### src/rtl/spq_pkg.sv
// shared constants, codes and command type for the stable priority queue
package spq_pkg;

  localparam int CAPACITY  = 16;
  localparam int PRIO_BITS = 8;
  localparam int DATA_W    = 32;
  localparam int COUNT_W   = $clog2(CAPACITY + 1);

  // operation codes
  localparam logic OP_ENQ = 1'b0;
  localparam logic OP_DEQ = 1'b1;

  // result status codes
  localparam logic [1:0] STAT_OK    = 2'd0;
  localparam logic [1:0] STAT_EMPTY = 2'd1;
  localparam logic [1:0] STAT_FULL  = 2'd2;

  // controller to datapath commands
  typedef struct packed {
    logic load;  // capture the incoming transaction
    logic exec;  // apply it to the store and register the result
  } cmd_t;

endpackage

### src/rtl/spq_ctrl.sv
// sequencing state machine for the stable priority queue
module spq_ctrl
  import spq_pkg::*;
(
  input  logic clk_i,
  input  logic rst_ni,
  input  logic start,
  output logic busy,
  output logic done_o,
  output cmd_t cmd_o
);

  localparam logic ST_IDLE = 1'b0;
  localparam logic ST_EXEC = 1'b1;

  logic state_q, state_d;
  logic done_q, done_d;

  always_comb begin
    state_d = state_q;
    case (state_q)
      ST_IDLE: begin
        if (start) begin
          state_d = ST_EXEC;
        end
      end
      ST_EXEC: begin
        state_d = ST_IDLE;
      end
      default: begin
        state_d = ST_IDLE;
      end
    endcase
  end

  assign done_d = (state_q == ST_EXEC);

  always_ff @(posedge clk_i or negedge rst_ni) begin
    if (!rst_ni) begin
      state_q <= ST_IDLE;
      done_q  <= 1'b0;
    end else begin
      state_q <= state_d;
      done_q  <= done_d;
    end
  end

  assign busy        = (state_q == ST_EXEC);
  assign done_o      = done_q;
  assign cmd_o.load  = (state_q == ST_IDLE) && start;
  assign cmd_o.exec  = (state_q == ST_EXEC);

endmodule

### src/rtl/spq_datapath.sv
// sorted compare-and-shift cell array with transaction and result registers
module spq_datapath
  import spq_pkg::*;
(
  input  logic                     clk_i,
  input  logic                     rst_ni,
  input  cmd_t                     cmd_i,
  input  logic                     op_i,
  input  logic signed [DATA_W-1:0] value_i,
  input  logic [PRIO_BITS-1:0]     priority_req_i,
  output logic [1:0]               status_o,
  output logic signed [DATA_W-1:0] data_out_o,
  output logic [COUNT_W-1:0]       occupancy_o
);

  // captured transaction
  logic                 op_q;
  logic [DATA_W-1:0]    val_q;
  logic [PRIO_BITS-1:0] pri_q;

  // storage cells, front at index 0
  logic [DATA_W-1:0]    cell_val_q [CAPACITY];
  logic [PRIO_BITS-1:0] cell_pri_q [CAPACITY];
  logic [DATA_W-1:0]    cell_val_d [CAPACITY];
  logic [PRIO_BITS-1:0] cell_pri_d [CAPACITY];
  logic [COUNT_W-1:0]   count_q, count_d;

  logic [1:0]           stat_q, stat_d;
  logic [DATA_W-1:0]    data_q, data_d;

  logic [CAPACITY-1:0]  le;
  logic                 full, empty;

  assign full  = (count_q == COUNT_W'(CAPACITY));
  assign empty = (count_q == '0);

  always_ff @(posedge clk_i) begin
    if (cmd_i.load) begin
      op_q  <= op_i;
      val_q <= value_i;
      pri_q <= priority_req_i;
    end
  end

  // cells that stay ahead of the new entry (stored and priority not above it)
  always_comb begin
    for (int i = 0; i < CAPACITY; i++) begin
      le[i] = (COUNT_W'(i) < count_q) && (cell_pri_q[i] <= pri_q);
    end
  end

  always_comb begin
    for (int i = 0; i < CAPACITY; i++) begin
      cell_val_d[i] = cell_val_q[i];
      cell_pri_d[i] = cell_pri_q[i];
    end
    count_d = count_q;
    stat_d  = STAT_OK;
    data_d  = '0;
    if (op_q == OP_ENQ) begin
      if (full) begin
        stat_d = STAT_FULL;
      end else begin
        for (int i = 0; i < CAPACITY; i++) begin
          if (!le[i]) begin
            if (i == 0) begin
              cell_val_d[i] = val_q;
              cell_pri_d[i] = pri_q;
            end else if (le[i-1]) begin
              cell_val_d[i] = val_q;
              cell_pri_d[i] = pri_q;
            end else begin
              cell_val_d[i] = cell_val_q[i-1];
              cell_pri_d[i] = cell_pri_q[i-1];
            end
          end
        end
        count_d = count_q + COUNT_W'(1);
      end
    end else begin
      if (empty) begin
        stat_d = STAT_EMPTY;
        data_d = '1;
      end else begin
        data_d = cell_val_q[0];
        for (int i = 0; i < CAPACITY - 1; i++) begin
          cell_val_d[i] = cell_val_q[i+1];
          cell_pri_d[i] = cell_pri_q[i+1];
        end
        count_d = count_q - COUNT_W'(1);
      end
    end
  end

  always_ff @(posedge clk_i) begin
    if (cmd_i.exec) begin
      for (int i = 0; i < CAPACITY; i++) begin
        cell_val_q[i] <= cell_val_d[i];
        cell_pri_q[i] <= cell_pri_d[i];
      end
      stat_q <= stat_d;
      data_q <= data_d;
    end
  end

  always_ff @(posedge clk_i or negedge rst_ni) begin
    if (!rst_ni) begin
      count_q <= '0;
    end else if (cmd_i.exec) begin
      count_q <= count_d;
    end
  end

  assign status_o    = stat_q;
  assign data_out_o  = data_q;
  assign occupancy_o = count_q;

endmodule

### src/rtl/stable_priority_queue.sv
// top level of the stable priority queue: controller, cell datapath, checks
//
// channel   direction  handshake                 payload
// command   in         start high, busy low      op_i, value_i, priority_req_i
// result    out        done_o for one cycle      status_o, data_out_o, occupancy_o
//
// a transaction is a capture, then one compare-and-shift pass over all
// 16 cells; done_o rises in the cycle after the pass, one result per transaction
// busy is high during the shift cycle only, so a new command can be taken in the
// same cycle the previous result is shown
// reset clears the controller and the entry count; cell contents stay unknown
// and are never shown before being written
// the receiver cannot stall: results are shown once and not held
module stable_priority_queue
  import spq_pkg::*;
(
  input  logic                     clk_i,
  input  logic                     rst_ni,
  input  logic                     start,
  output logic                     busy,
  input  logic                     op_i,
  input  logic signed [DATA_W-1:0] value_i,
  input  logic [PRIO_BITS-1:0]     priority_req_i,
  output logic                     done_o,
  output logic [1:0]               status_o,
  output logic signed [DATA_W-1:0] data_out_o,
  output logic [COUNT_W-1:0]       occupancy_o
);

  cmd_t cmd;

  // sequencing
  spq_ctrl u_ctrl (
    .clk_i  (clk_i),
    .rst_ni (rst_ni),
    .start  (start),
    .busy   (busy),
    .done_o (done_o),
    .cmd_o  (cmd)
  );

  // sorted cells and result registers
  spq_datapath u_dp (
    .clk_i          (clk_i),
    .rst_ni         (rst_ni),
    .cmd_i          (cmd),
    .op_i           (op_i),
    .value_i        (value_i),
    .priority_req_i (priority_req_i),
    .status_o       (status_o),
    .data_out_o     (data_out_o),
    .occupancy_o    (occupancy_o)
  );

  // an accepted transaction always moves to the shift cycle
  a_accept_exec: assert property (@(posedge clk_i) disable iff (!rst_ni)
    (start && !busy) |=> busy)
    else $error("accepted transaction did not enter shift cycle");

  // every shift cycle is followed by exactly one result strobe
  a_exec_done: assert property (@(posedge clk_i) disable iff (!rst_ni)
    busy |=> (done_o && !busy))
    else $error("shift cycle not followed by result");

  // empty dequeue reports all ones and an empty store
  a_empty_result: assert property (@(posedge clk_i) disable iff (!rst_ni)
    (done_o && status_o == STAT_EMPTY) |-> (occupancy_o == '0 && data_out_o == '1))
    else $error("empty dequeue result inconsistent");

  // a dropped enqueue only happens at full capacity
  a_full_result: assert property (@(posedge clk_i) disable iff (!rst_ni)
    (done_o && status_o == STAT_FULL) |-> (occupancy_o == COUNT_W'(CAPACITY)))
    else $error("full status with store not full");

endmodule

### config.mk
export PLATFORM = sky130hd
export DESIGN_NAME = stable_priority_queue
export DESIGN_NICKNAME = d
export VERILOG_FILES = /design/src/rtl/spq_pkg.sv /design/src/rtl/spq_ctrl.sv /design/src/rtl/spq_datapath.sv /design/src/rtl/stable_priority_queue.sv
export SDC_FILE = /design/constraint.sdc
export NUM_CORES = 2
export LEC_CHECK = 0
export BUFFER_PORTS_ARGS = -buffer_cell sky130_fd_sc_hd__buf_2
export CORE_UTILIZATION = 66
export CTS_CLUSTER_SIZE = 40
export DETAILED_ROUTE_END_ITERATION = 8
export MAX_ROUTING_LAYER = met4
export PLACE_DENSITY = 0.94
export SLEW_MARGIN = 20
export SYNTH_ARGS = -nofsm -noshare
export SYNTH_HDL_FRONTEND = slang
export SYNTH_SLANG_ARGS = --single-unit
### constraint.sdc
create_clock -name clk_i -period 10.28 [get_ports clk_i]
set_clock_uncertainty 0.2 [all_clocks]
set_input_delay 1.028 -clock clk_i [delete_from_list [all_inputs] [get_ports clk_i]]
set_output_delay 1.028 -clock clk_i [all_outputs]
set_load 0.01 [all_outputs]
==> results by group <==
Run status
  – Outcome: complete, but fails checks
  – Failing checks: DRC

Layout
  – Inserted Diodes: 0
  – Multi-input gate area: 0.0204 mm^2
  – Nets: 3956
  – Fin util: 71.0%
  – Synthesis-to-finish area growth: 5.97%
  – Sequential cell area: 0.0216 mm^2
  – Share of cells above drive strength 1: 9.91%
  – Fillers: 4276

Global routing
  – Antenna violations before repair: 0
  – Largest net degree at the start of global routing: 244
  – Total track usage: 39.9%
  – First-pass GRT wire length: 212 mm
  – Total gr overflow: 0
  – Vias in the first global route: 38000

Timing
  – Endpoints failing hold: 0
  – Minimum clock period: 5.25 ns
  – Finish-stage setup viols: 0
  – Final period util: 51.1%
  – RSZ-0062 raised after global routing: no
  – Final setup TNS: 0 ns
  – Pins Over Slew Limit: 0
  – Max_slew headroom: 19.8%
  – Worst-Margin Slew: 1.20 ns
  – F_max: 0.190 GHz

Logic synthesis
  – Seq cells post-synth: 722
  – Primary FF master, synth: edfxtp_1
  – Mapped Cells: 4114
  – Sequential share of the synthesized area: 48.9%
  – Post-synth cell types: 55
  – Yosys warnings: 0
  – Top cells by area, synth: edfxtp_1 48%, o211ai_1 17%, a32oi_1 8.6%
  – Avg Cell Area, Syn: 10.8 um^2
  – Post-synth ARST share: 0.970%
  – Synth Cell Area: 0.0443 mm^2
  – Synthesized net count: 4290
  – Top cell type by total area after synthesis: edfxtp_1
  – Post-synth EDFFs: 715
  – Leading cell type by number of instances after synthesis: o211ai_1
  – Most frequent cells after synthesis: 997 x o211ai_1, 715 x edfxtp_1, 449 x nand3_1, 433 x a32oi_1, 388 x clkbuf_1
  – Top-area cell type share of the netlist area: 48.5%

Clock tree
  – TritonCTS Buffers: 77
  – Clock sinks: 722
  – CTS tree: yes
  – # resized after CTS: 0
  – Hold buffer count at cts: 0
  – H-tree depth: 3
  – CTS root buf: clkbuf_16
  – Longest Clk Path Bufs: 3
  – Skew-Pair Late Insertion Delay: 0.65 ns
  – Reg clk slew, reported paths: 0.06 ns
  – Post-CTS Setup Repair Bufs: 0

Setup path
  – Crit-path max FO: 41
  – Worst setup SP type: register
  – Origin of the critical flop-to-flop path: u_dp.pri_q[6]
  – RR Endpoint: u_dp.cell_val_q[0][143]
  – WS Path Type: register to register
  – Worst Reg2Reg Path Length in Cells: 8
  – Critical path arrival: 5.31 ns
  – Worst R2R Setup Slack: 5.03 ns
  – Crit path capture type: register
  – Worst EP required: 10.34 ns

Detailed routing
  – Post-Route M1 WL: 46.2 mm
  – Wirelength per Cell: 29.0 um
  – Initial DRC Count: 8864
  – 1st-pass router iterations: 9
  – Top sig layer: met4
  – Metal3 WL: 16.7 mm
  – Via count: 41000
  – Post-DRT Antenna Nets: 0
  – DR vias/cell: 8.70
  – Remaining DRCs: 8
  – Detail Route met2 WL: 62.5 mm
  – WL final: 137 mm

Floorplanning
  – Core area: 0.0661 mm^2
  – Initial Util: 67.0%
  – Die Footprint: 0.0682 mm^2
  – DIE HEIGHT: 261 um
  – I/O pin count: 85
  – Die span in x: 261 um
  – Cell Rows: 94

Power
  – Design Power: 12.5 mW
  – Cell Pwr Density: 266 mW/mm^2
  – P_leak: 14.1 nW
  – Worst vdd ir: 0.000241 V

Place
  – IO buf count: 84
  – GPL Wtd Cong: 0.977
  – Detail Placement HPWL: 82.7 mm

Run
  – Max Cap Viol: 0

Hold path
  – Hold Path Class: primary input to async pin
==> worst max path at each step <==
| stage | start | end | slack [ns] |
|---|---|---|---|
| floorplan | u_dp.pri_q[5] | u_dp.cell_pri_q[1][16] | 4.63 |
| global placement | u_dp.pri_q[3] | u_dp.cell_val_q[0][174] | 5.47 |
| detailed placement | u_dp.pri_q[3] | u_dp.cell_val_q[1][179] | 5.28 |
| CTS | u_dp.pri_q[3] | u_dp.cell_val_q[1][179] | 5.23 |
| global route | u_dp.occupancy_o[1] | u_dp.cell_val_q[1][16] | 4.91 |
| finish | u_dp.pri_q[6] | u_dp.cell_val_q[0][143] | 5.03 |
==> metal layers <==
layer / vias to the layer above / GRT usage [%]
li1: 16700 / -
met5: - / -
met4: 0 / 25.3
met2: 4374 / 60.3
met3: 1121 / 5.61
met1: 18700 / 50.9
==> through the flow <==
| step | worst slack, ns | area [um^2] | instances | hold WS (ns) |
|---|---|---|---|---|
| 6_report | 5.03 | 46900 | 4707 | 0.000499 |
| 5_1_grt | 4.91 | 46900 | 4707 | 0.0104 |
| 4_1_cts | 5.23 | 46900 | 4706 | 0.00686 |
| 3_5_place_dp | 5.28 | 44400 | 4564 | 0.346 |
| 3_3_place_gp | 5.47 | 44400 | 4564 | 0.325 |
| 2_1_floorplan | 4.63 | 44300 | 4114 | 0.321 |
==> kinds of logic after synthesis <==
logic type	count (synthesis)	synth area share, %
compound gates	1762	31.0
xor+xnor	6	0.119
fa+ha+maj	132	3.73
buf+inv	623	5.84
flops	722	48.9
mux	40	1.02
simple gates	829	9.47
==> report_power, final <==
| group | total, mW | internal [mW] | switching (mW) | leakage (nW) |
|---|---|---|---|---|
| Combinational | 4.53 | 1.44 | 3.09 | 5.95 |
| Clock | 2.83 | 1.59 | 1.24 | 1.23 |
| Sequential | 5.14 | 4.35 | 0.794 | 6.87 |
| Total | 12.5 | 7.38 | 5.12 | 14.1 |
==> placed cells by master (no fill, tap or decap), types with 8 or more instances in the layout <==
| master | n |
|---|---|
| bufinv_16 | 8 |
| clkbuf_1 | 8 |
| o211ai_1 | 997 |
| a32oi_1 | 433 |
| clkinv_2 | 20 |
| mux2_1 | 30 |
| a211oi_4 | 11 |
| buf_4 | 93 |
| a21oi_1 | 37 |
| edfxtp_1 | 715 |
| nand4_1 | 152 |
| mux2_2 | 10 |
| buf_2 | 84 |
| clkbuf_16 | 77 |
| o21ai_0 | 17 |
| clkinv_1 | 19 |
| a21o_1 | 47 |
| a21oi_2 | 15 |
| nor2b_1 | 16 |
| nor2_1 | 18 |
| ha_1 | 132 |
| a22oi_1 | 121 |
| a22o_1 | 32 |
| nand3_1 | 449 |
| or2_2 | 10 |
| inv_1 | 28 |
| nand2_1 | 151 |
| o31a_2 | 9 |
==> critical path, stage by stage (launching register included) <==
cell	delay (ns)
edfxtp_1	0.79
inv_1	0.60
ha_1	0.48
nand4_1	0.16
nor2_1	0.12
a211oi_4	0.17
buf_4	0.44
or2_2	0.82
o31a_2	1.00
==> state kept, by name, summed over array words and instances, names as in the netlist <==
| name | cells |
|---|---|
| u_dp.cell_pri_q | 128 |
| u_dp.occupancy_o | 5 |
| u_ctrl.busy | 1 |
| u_dp.pri_q | 8 |
| u_dp.data_out_o | 32 |
| u_ctrl.done_o | 1 |
| u_dp.status_o | 2 |
| u_dp.op_q | 1 |
| u_dp.val_q | 32 |
| u_dp.cell_val_q | 512 |
==> area by class of cell <==
| cell class | instances | area share, % |
|---|---|---|
| multi-input cells | 2769 | 43.5 |
| flip-flops and latches | 722 | 46.1 |
| clock inverters | 57 | 1.15 |
| inverters | 28 | 0.224 |
| repair buffers | 182 | 2.58 |
| clock buffers | 85 | 4.17 |
| well taps | 864 | 2.30 |
Power figures use the tool's default switching activity.
